$ cat src/rtl/lru_page_replacement_macros.svh
// Assertion macros shared by the LRU page replacement RTL.
// Included by every module that carries concurrent checks; needs clk_i and rst_ni in scope.
`ifndef LRU_PAGE_REPLACEMENT_MACROS_SVH
`define LRU_PAGE_REPLACEMENT_MACROS_SVH

`ifndef SYNTHESIS
// Checks a property at every rising clock edge outside reset.
`define LRUPR_ASSERT(lbl, prop) \
  lbl: assert property (@(posedge clk_i) disable iff (!rst_ni) (prop)) \
    else $error("lru_page_replacement: check failed");
// Checks that a condition in the next cycle follows from the present one.
`define LRUPR_ASSERT_NEXT(lbl, ante, cons) \
  lbl: assert property (@(posedge clk_i) disable iff (!rst_ni) (ante) |=> (cons)) \
    else $error("lru_page_replacement: check failed");
`else
`define LRUPR_ASSERT(lbl, prop)
`define LRUPR_ASSERT_NEXT(lbl, ante, cons)
`endif

`endif

$ cat src/rtl/lrupr_pkg.sv
// Shared constants and types for the LRU page replacement block.
// Used by lrupr_cell and lru_page_replacement; depends on nothing else.
package lrupr_pkg;

  // Sizing of the frame row.
  localparam int unsigned NUM_FRAMES   = 4;
  localparam int unsigned PAGE_BITS    = 16;
  localparam int unsigned IDX_W        = (NUM_FRAMES > 1) ? $clog2(NUM_FRAMES) : 1;
  localparam int unsigned RANK_W       = IDX_W;

  // Field widths of the stream beats.
  localparam int unsigned PAGE_FIELD_W = 16;
  localparam int unsigned PAGE_W       = (PAGE_BITS < PAGE_FIELD_W) ? PAGE_BITS : PAGE_FIELD_W;
  localparam int unsigned SLOT_W       = 2;
  localparam int unsigned FAULT_W      = 32;
  localparam int unsigned IN_TDATA_W   = ((PAGE_FIELD_W + 7) / 8) * 8;
  localparam int unsigned OUT_FIELD_W  = SLOT_W + FAULT_W;
  localparam int unsigned OUT_TDATA_W  = ((OUT_FIELD_W + 7) / 8) * 8;

  // Broadcast from the top level to every cell of the row.
  typedef struct packed {
    logic              fire;      // a reference is taken this cycle
    logic              miss;      // no cell holds the page
    logic [RANK_W-1:0] sel_rank;  // rank of the chosen cell before the update
    logic [PAGE_W-1:0] page;      // masked page number
  } cell_cmd_t;

  // Status reported by each cell to the top level.
  typedef struct packed {
    logic              hit;       // first cell holding the page
    logic              empty;     // first cell without a page
    logic              victim;    // valid cell of the oldest rank
    logic [RANK_W-1:0] rank;
  } cell_stat_t;

endpackage

$ cat src/rtl/lrupr_cell.sv
// One frame of the LRU row: page tag, valid bit and recency rank.
// Depends on lrupr_pkg and lru_page_replacement_macros.svh.
`include "lru_page_replacement_macros.svh"

module lrupr_cell (
  input  logic                  clk_i,
  input  logic                  rst_ni,
  input  lrupr_pkg::cell_cmd_t  cmd_i,
  input  logic                  sel_i,
  input  logic                  hit_before_i,
  input  logic                  empty_before_i,
  output logic                  hit_before_o,
  output logic                  empty_before_o,
  output lrupr_pkg::cell_stat_t stat_o
);
  import lrupr_pkg::*;

  logic [PAGE_W-1:0] page_q, page_d;
  logic              valid_q, valid_d;
  logic [RANK_W-1:0] rank_q, rank_d;
  logic              match;

  // Tag compare and the priority chains handed along the row.
  assign match          = valid_q && (page_q == cmd_i.page);
  assign hit_before_o   = hit_before_i | match;
  assign empty_before_o = empty_before_i | !valid_q;

  assign stat_o.hit    = match && !hit_before_i;
  assign stat_o.empty  = !valid_q && !empty_before_i;
  assign stat_o.victim = valid_q && (rank_q == RANK_W'(NUM_FRAMES - 1));
  assign stat_o.rank   = rank_q;

  // The chosen frame becomes newest; other valid frames age by one, on a hit only those younger.
  always_comb begin
    page_d  = page_q;
    valid_d = valid_q;
    rank_d  = rank_q;
    if (cmd_i.fire) begin
      if (sel_i) begin
        rank_d = '0;
        if (cmd_i.miss) begin
          valid_d = 1'b1;
          page_d  = cmd_i.page;
        end
      end else if (valid_q && (cmd_i.miss || (rank_q < cmd_i.sel_rank))) begin
        rank_d = rank_q + RANK_W'(1);
      end
    end
  end

  // Control state is reset; the tag is only read while the frame is valid.
  always_ff @(posedge clk_i or negedge rst_ni) begin
    if (!rst_ni) begin
      valid_q <= 1'b0;
      rank_q  <= '0;
    end else begin
      valid_q <= valid_d;
      rank_q  <= rank_d;
    end
  end

  always_ff @(posedge clk_i) begin
    page_q <= page_d;
  end

  // An empty frame always sits at rank zero, and a filled frame stays filled.
  `LRUPR_ASSERT(a_empty_rank_zero, !valid_q |-> (rank_q == '0))
  `LRUPR_ASSERT_NEXT(a_valid_sticks, valid_q, valid_q)

endmodule

$ cat src/rtl/lru_page_replacement.sv
// Top level of the LRU page replacement block: row of frame cells and result register.
// Depends on lrupr_pkg, lrupr_cell and lru_page_replacement_macros.svh.
//
// Each page reference beat on the slave side produces exactly one result beat on the master
// side in the cycle after it is taken, and a new reference is taken in every cycle while
// the result register is empty or being drained, so the sustained rate is one reference per
// cycle. That figure is set by the row of frame cells, which compare the page against every
// frame, choose the hit, the first empty frame or the oldest frame, and update all ranks in
// the same cycle. After reset all frames are empty and the fault count is zero; no clearing
// pass is needed.
`include "lru_page_replacement_macros.svh"

module lru_page_replacement (
  input  logic                               clk_i,
  input  logic                               rst_ni,
  // Slave side: tdata = page[15:0].
  input  logic                               s_axis_tvalid_i,
  output logic                               s_axis_tready_o,
  input  logic [lrupr_pkg::IN_TDATA_W-1:0]   s_axis_tdata_i,
  // Master side: tdata = slot[1:0], fault_count[33:2], zero padding above.
  output logic                               m_axis_tvalid_o,
  input  logic                               m_axis_tready_i,
  output logic [lrupr_pkg::OUT_TDATA_W-1:0]  m_axis_tdata_o,
  // Master side: tuser = hit.
  output logic                               m_axis_tuser_o
);
  import lrupr_pkg::*;

  cell_cmd_t                   cmd;
  cell_stat_t [NUM_FRAMES-1:0] stat;
  logic [NUM_FRAMES:0]         hit_chain;
  logic [NUM_FRAMES:0]         empty_chain;
  logic [NUM_FRAMES-1:0]       sel;
  logic [IDX_W-1:0]            sel_idx;
  logic [RANK_W-1:0]           sel_rank;
  logic [PAGE_FIELD_W-1:0]     page_field;
  logic                        any_hit;
  logic                        any_empty;
  logic                        fire;

  logic [FAULT_W-1:0]          faults_q, faults_d;
  logic                        out_valid_q, out_valid_d;
  logic [OUT_TDATA_W-1:0]      out_data_q, out_data_d;
  logic                        out_hit_q, out_hit_d;

  // A beat is taken whenever the result register is free or being emptied.
  assign s_axis_tready_o = !out_valid_q || m_axis_tready_i;
  assign fire            = s_axis_tvalid_i && s_axis_tready_o;
  assign page_field      = s_axis_tdata_i[PAGE_FIELD_W-1:0];

  // Row of frame cells, chained for first-match and first-empty priority.
  assign hit_chain[0]   = 1'b0;
  assign empty_chain[0] = 1'b0;

  for (genvar g = 0; g < NUM_FRAMES; g++) begin : g_cell
    lrupr_cell u_cell (
      .clk_i          (clk_i),
      .rst_ni         (rst_ni),
      .cmd_i          (cmd),
      .sel_i          (sel[g]),
      .hit_before_i   (hit_chain[g]),
      .empty_before_i (empty_chain[g]),
      .hit_before_o   (hit_chain[g+1]),
      .empty_before_o (empty_chain[g+1]),
      .stat_o         (stat[g])
    );
  end

  assign any_hit   = hit_chain[NUM_FRAMES];
  assign any_empty = empty_chain[NUM_FRAMES];

  // Choose the frame: the hit, else the first empty frame, else the oldest frame.
  always_comb begin
    sel_idx  = '0;
    sel_rank = '0;
    for (int i = 0; i < NUM_FRAMES; i++) begin
      if (any_hit) begin
        sel[i] = stat[i].hit;
      end else if (any_empty) begin
        sel[i] = stat[i].empty;
      end else begin
        sel[i] = stat[i].victim;
      end
      if (sel[i]) begin
        sel_idx  = sel_idx | IDX_W'(i);
        sel_rank = sel_rank | stat[i].rank;
      end
    end
  end

  assign cmd.fire     = fire;
  assign cmd.miss     = !any_hit;
  assign cmd.sel_rank = sel_rank;
  assign cmd.page     = page_field[PAGE_W-1:0];

  // Saturating fault count and the result register.
  always_comb begin
    faults_d    = faults_q;
    out_valid_d = out_valid_q;
    out_data_d  = out_data_q;
    out_hit_d   = out_hit_q;
    if (m_axis_tready_i) begin
      out_valid_d = 1'b0;
    end
    if (fire) begin
      if (!any_hit && (faults_q != '1)) begin
        faults_d = faults_q + FAULT_W'(1);
      end
      out_valid_d = 1'b1;
      out_hit_d   = any_hit;
      out_data_d  = OUT_TDATA_W'({faults_d, SLOT_W'(sel_idx)});
    end
  end

  always_ff @(posedge clk_i or negedge rst_ni) begin
    if (!rst_ni) begin
      faults_q    <= '0;
      out_valid_q <= 1'b0;
    end else begin
      faults_q    <= faults_d;
      out_valid_q <= out_valid_d;
    end
  end

  always_ff @(posedge clk_i) begin
    out_data_q <= out_data_d;
    out_hit_q  <= out_hit_d;
  end

  assign m_axis_tvalid_o = out_valid_q;
  assign m_axis_tdata_o  = out_data_q;
  assign m_axis_tuser_o  = out_hit_q;

  // Exactly one frame is chosen per reference, and hits leave the fault count alone.
  `LRUPR_ASSERT(a_one_frame_chosen, fire |-> $onehot(sel))
  `LRUPR_ASSERT_NEXT(a_hit_keeps_count, fire && any_hit, faults_q == $past(faults_q))
  `LRUPR_ASSERT(a_count_monotonic, faults_q >= $past(faults_q))

endmodule

$ cat config.mk
export PLATFORM = sky130hd
export DESIGN_NAME = lru_page_replacement
export DESIGN_NICKNAME = d
export VERILOG_FILES = /design/src/rtl/lrupr_pkg.sv /design/src/rtl/lrupr_cell.sv /design/src/rtl/lru_page_replacement.sv
export VERILOG_INCLUDE_DIRS = /design/src /design/src/rtl
export SDC_FILE = /design/constraint.sdc
export NUM_CORES = 1
export LEC_CHECK = 0
export BUFFER_PORTS_ARGS = -buffer_cell sky130_fd_sc_hd__buf_4
export CAP_MARGIN = 15
export CORE_MARGIN = 2
export CORE_UTILIZATION = 51
export CTS_CLUSTER_SIZE = 16
export DETAILED_ROUTE_END_ITERATION = 6
export PLACE_DENSITY_LB_ADDON = 0.08
export SETUP_SLACK_MARGIN = 0.3
export SLEW_MARGIN = 20
export SYNTH_ARGS = -nofsm -noshare
export SYNTH_HDL_FRONTEND = slang
export SYNTH_SLANG_ARGS = --single-unit
$ cat constraint.sdc
create_clock -name clk_i -period 5.32 [get_ports clk_i]
set_input_delay 0.266 -clock clk_i [delete_from_list [all_inputs] [get_ports clk_i]]
set_output_delay 0.266 -clock clk_i [all_outputs]
set_load 0.02 [all_outputs]
Word level (Yosys, flattened, before mapping)
Cells that the tools add are included.
{ "totals": {"regBits": 144, "in_bits": 20, "out_inout_bits": 43, "word_cells": 120} }
{ "classes": {"add_sub_neg": 5, "magnitude_cmp": 4, "eq_ne": 9, "n_mux": 24, "bitwise": 10, "reduce_logical": 50} }
{ "ops": {"columns": ["op", "n"], "rows": [
  ["== test 16 bit", 4],
  ["adder 32 x 1 -> 32 bit, second input constant", 1],
  ["two-way mux 32 bit", 1],
  ["!= test 32 bit, second input constant", 1],
  ["two-way mux 2 bit", 12],
  ["logical AND 1 bit", 20],
  ["AND reduction 3 bit", 4],
  ["logical NOT 1 bit", 11],
  ["two-way mux 1 bit", 11],
  ["nonzero test 2 bit", 5],
  ["adder 2 x 1 -> 2 bit, second input constant", 4],
  ["== test 2 bit, second input constant", 4],
  ["less-than comparator 2 bit", 4],
  ["AND reduction 2 bit", 4],
  ["bitwise OR 1 bit", 6],
  ["bitwise OR 2 bit", 3],
  ["logical OR 1 bit", 5],
  ["OR reduction 2 bit", 1],
  ["NOT 1 bit", 1]
]} }

Longest topological paths before layout
{ "logic_depth": {"ltp_word": 18, "depth_mapped": 14, "mapped_depth_nobuf": 13} }

Cells and area by module
A second synthesis with hierarchy kept.
{ "unflattened": {"hier_cells": 559, "hier_area_um2": 6986.7} }
{ "modules_own_cells": {"columns": ["module", "n_inst", "cells_each", "area_per_inst_um2", "seq_area_each_um2"], "rows": [
  ["lrupr_cell", 4, 63, 893.4, 555.5],
  ["lru_page_replacement", 1, 307, 3413.3, 1876.8]
]} }

Worst setup path before layout
Ideal clock, no wire load.
{ "synth_timing": {"path_kind": "register to register", "start": "register g_cell[2].u_cell.page_q[5]", "end": "register g_cell[0].u_cell.rank_q[0]", "setup_time_ps": 125, "t_arrival_ps": 3574, "required_time_ps": 5195, "path_slack_ps": 1621, "stages_incl_launch_ff": 14, "path_buffers": 0, "period_less_slack_ps": 3699, "path_cell_list": "edfxtp_1 > xnor2_1 > nand4_1 > or4b_4 > or4_4 > and3_4 > o21ai_4 > inv_1 > a221oi_1 > ha_1 > nor3_1 > a221oi_2 > a21o_1 > mux2_2"} }
{ "synth_via": {"elab_chain_len": 17, "elab_cells_between_ends": 25, "classes_between": "1 x order compare; 1 x eq/ne; 9 x mux; 5 x bitwise; 9 x reduce/logical"} }
{ "synth_lines": {"columns": ["element", "line", "rtl"], "rows": [
  ["start: declaration", "lrupr_cell.sv:18", "logic [PAGE_W-1:0] page_q, page_d;"],
  ["start signal: assignment", "lrupr_cell.sv:63", "page_q <= page_d;"],
  ["== test 16 bit *", "lrupr_cell.sv:24", "assign match = valid_q && (page_q == cmd_i.page);"],
  ["logical AND 1 bit *", "lrupr_cell.sv:24", null],
  ["bitwise OR 1 bit (2 in series)", "lrupr_cell.sv:25", "assign hit_before_o = hit_before_i | match;"],
  ["two-way mux 1 bit", "lru_page_replacement.sv:77", "if (any_hit) begin"],
  ["two-way mux 2 bit", "lru_page_replacement.sv:84", "if (sel[i]) begin"],
  ["bitwise OR 2 bit", "lru_page_replacement.sv:86", "sel_rank = sel_rank | stat[i].rank;"],
  ["two-way mux 2 bit", "lru_page_replacement.sv:84", null],
  ["bitwise OR 2 bit", "lru_page_replacement.sv:86", null],
  ["two-way mux 2 bit", "lru_page_replacement.sv:84", null],
  ["bitwise OR 2 bit", "lru_page_replacement.sv:86", null],
  ["two-way mux 2 bit", "lru_page_replacement.sv:84", null],
  ["less-than comparator 2 bit", "lrupr_cell.sv:45", "end else if (valid_q && (cmd_i.miss || (rank_q < cmd_i.sel_rank))) begin"],
  ["logical OR 1 bit", "lrupr_cell.sv:45", null],
  ["logical AND 1 bit", "lrupr_cell.sv:45", null],
  ["nonzero test 2 bit (no source line)", null, null],
  ["AND reduction 2 bit (no source line)", null, null],
  ["end signal: assignment", "lrupr_cell.sv:58", "rank_q <= rank_d;"],
  ["end: declaration", "lrupr_cell.sv:20", "logic [RANK_W-1:0] rank_q, rank_d;"]
]} }
Every way passes the cells marked *; elsewhere a longest branch is shown, timed or not.
A chain may end at the register's enable or synchronous reset.

Final worst setup path
Ends and elaborated chain as after synthesis.

==> metrics <==
run status=completed; Remaining DRCs=0; DR iter-0 viols=386; hpwl dp=9.95 mm; syn_area_per_cell=12.5 um^2; most common cell after layout, fill and taps aside=edfxtp_1; Setup Fix Bufs, Post-CTS=0; total CTS buffers=17; CP startpoint kind=flip-flop; H-tree levels=4; total negative slack=0 ns; placed cell area=7420 um^2; min Tclk post-route=4.09 ns; Setup Skew=0.00610 ns; Synth Flop Type=edfxtp_1; final net count=639; Worst Path Max Fanout=7; leakage power=3.13 nW; sequential area share after synthesis=59.8%; post-route design area=8080 um^2; largest net degree at the start of global routing=55; global route overflow=0; Clock Sinks=144; crit path DAT=4.40 ns; ant diodes=0; worst min-delay path class=in2reg; core area=13200 um^2; placed cell count=766; Worst Path Class, Setup=reg2reg; Clock Pin Slew Worst Setup and Hold Paths=0.06 ns; maximum vdd drop=0.000254 V; synthesized area=6850 um^2; dpl ws=1.18 ns; synthesized flop and latch total=144; Slew @ Worst Pin=1.11 ns; met2 WL post-DR=7.48 mm; first-pass GRT wire length=23.3 mm; Ys Warns=0; Final ANT Viol Nets=0; Tot Pwr=3.40 mW; Detailed Route WL=14.4 mm; final count of hold timing violations=0; Max Cap Viol=0; final setup margin=1.23 ns; area delta synth->final=17.8%; final max-slew violation count=0; Multi-input gate area=2630 um^2; CTS root buffer=clkbuf_16; number of setup violations in the final report=0; Tcrit/Tclk final=76.9%; # port buffers=56; Via-to-Cell Ratio=5.42; FF/Latch Area=4100 um^2; Async SR Flop Fraction=31.3%; die area=14400 um^2; # fillers=1059; Routed WL per cell=18.0 um; pwr dens=422 nW/um^2; I/O Pins=63; Core Rows=42; number of flops mapped to enable cells by yosys=99; top sig layer=met4; WL met3=527 um; TritonRoute pass-1 iters=5; Die Y=120 um; deepest clock path buffer count=2; final non-filler cell total=799; Mapped Cells=549; Die Span X=120 um; total track usage=21.7%; unrepaired setup endpoints after global routing=no; most frequent cells in the layout=99 x edfxtp_1, 76 x xnor2_1, 57 x buf_4, 49 x xor2_1, 48 x nand2_1; Initial Util=52.0%; routed vias=4327; count of cell types in the netlist=55; max_slew headroom=25.9%; Final Util=61.2%; CTS tree=built; vias in the first global route=4338; CP endpoint kind=flip-flop; hold slack=0.0425 ns; Critical Path RT=5.63 ns; share of layout cells above drive strength 1=17.5%; initial antenna violation count=0; clk_lat worst skew=0.43 ns; Placer Congestion=0.922; Peak Freq=0.244 GHz; met1 wire length=6.14 mm
-- metal layers --
metal	up-vias	track usage, %
li1	2096	-
met1	2116	27.8
met2	98	35.8
met3	17	4.99
met4	0	9.04
met5	-	0
-- cell type report --
class	instances	share of cell area [%]
Clock buffer	21	5.83
Clock inverter	11	2.17
Inverter	11	0.511
Multi-Input combinational cell	378	32.6
Sequential cell	144	50.8
Tap cell	176	2.73
Timing Repair Buffer	58	5.42
-- synthesized netlist by cell type (4+ instances only) --
library cell	count	share of area, %
edfxtp_1	99	43
xnor2_1	76	9.7
xor2_1	49	6.3
nand2_1	48	2.6
dfrtp_1	45	16
nor2_1	35	1.9
nand4_1	25	2.3
nand3_1	22	1.6
nor3_1	13	0.95
clkbuf_1	12	0.66
inv_1	11	0.60
nor4_1	10	0.91
and3_1	9	0.82
ha_1	9	1.6
o22ai_1	7	0.64
a21oi_1	6	0.44
and4_1	6	0.77
buf_4	6	0.66
nor3b_1	5	0.55
a221oi_2	4	0.88
-- state kept, by name, summed over array words and instances, names as in the netlist --
| register | flops |
|---|---|
| faults_q | 32 |
| g_cell.u_cell.page_q | 64 |
| m_axis_tuser_o | 1 |
| g_cell.u_cell.valid_q | 4 |
| m_axis_tdata_o | 34 |
| m_axis_tvalid_o | 1 |
| g_cell.u_cell.rank_q | 8 |
-- logic make-up after synthesis --
group	synth area share, %
compound gates	4.13
xor+xnor	16.2
fa+ha+maj	1.64
buf+inv	2.21
flops	59.8
mux	0.164
other cells	0.0547
simple gates	15.8
-- timing repair --
action / CTS / global route
hold buffers: 1 / 0
endpoints found under the hold margin: 45 / 0
resized for setup: 0 / 0
-- critical path, stage by stage (launching register included) --
cell and delay [ns]:
edfxtp_1 0.38, xnor2_1 0.21, nand4_1 0.13, or4b_4 0.55
or4_4 0.56, and3_4 0.17, o21ai_4 0.23, inv_1 0.10
a221oi_1 0.52, ha_1 0.34, nor3_1 0.22, a221oi_2 0.07
a21o_1 0.21, mux2_2 0.27
-- worst paths after layout --
check / from / to / slack [ns] / cells after the start
max: g_cell[2].u_cell.page_q[5]$_DFFE_PP_ / g_cell[0].u_cell.rank_q[0]$_DFFE_PN0P_ / 1.23 / 13
min: s_axis_tvalid_i / m_axis_tvalid_o$_DFFE_PN0P_ / 0.04 / 2
max reg2reg: g_cell[2].u_cell.page_q[5]$_DFFE_PP_ / g_cell[0].u_cell.rank_q[0]$_DFFE_PN0P_ / 1.23 / 13
min reg2reg: faults_q[23]$_DFFE_PN0P_ / faults_q[23]$_DFFE_PN0P_ / 0.51 / 1
max in group asynchronous: rst_ni / faults_q[27]$_DFFE_PN0P_ / 4.49 / 2
min in group asynchronous: rst_ni / faults_q[15]$_DFFE_PN0P_ / 0.40 / 2
-- power by group --
group	internal (mW)	leakage [nW]	switching (mW)
logic	0.259	1.31	0.388
registers	1.36	1.51	0.104
clock network	0.826	0.311	0.468
total	2.45	3.13	0.959
(Power assumes the default switching activity.)
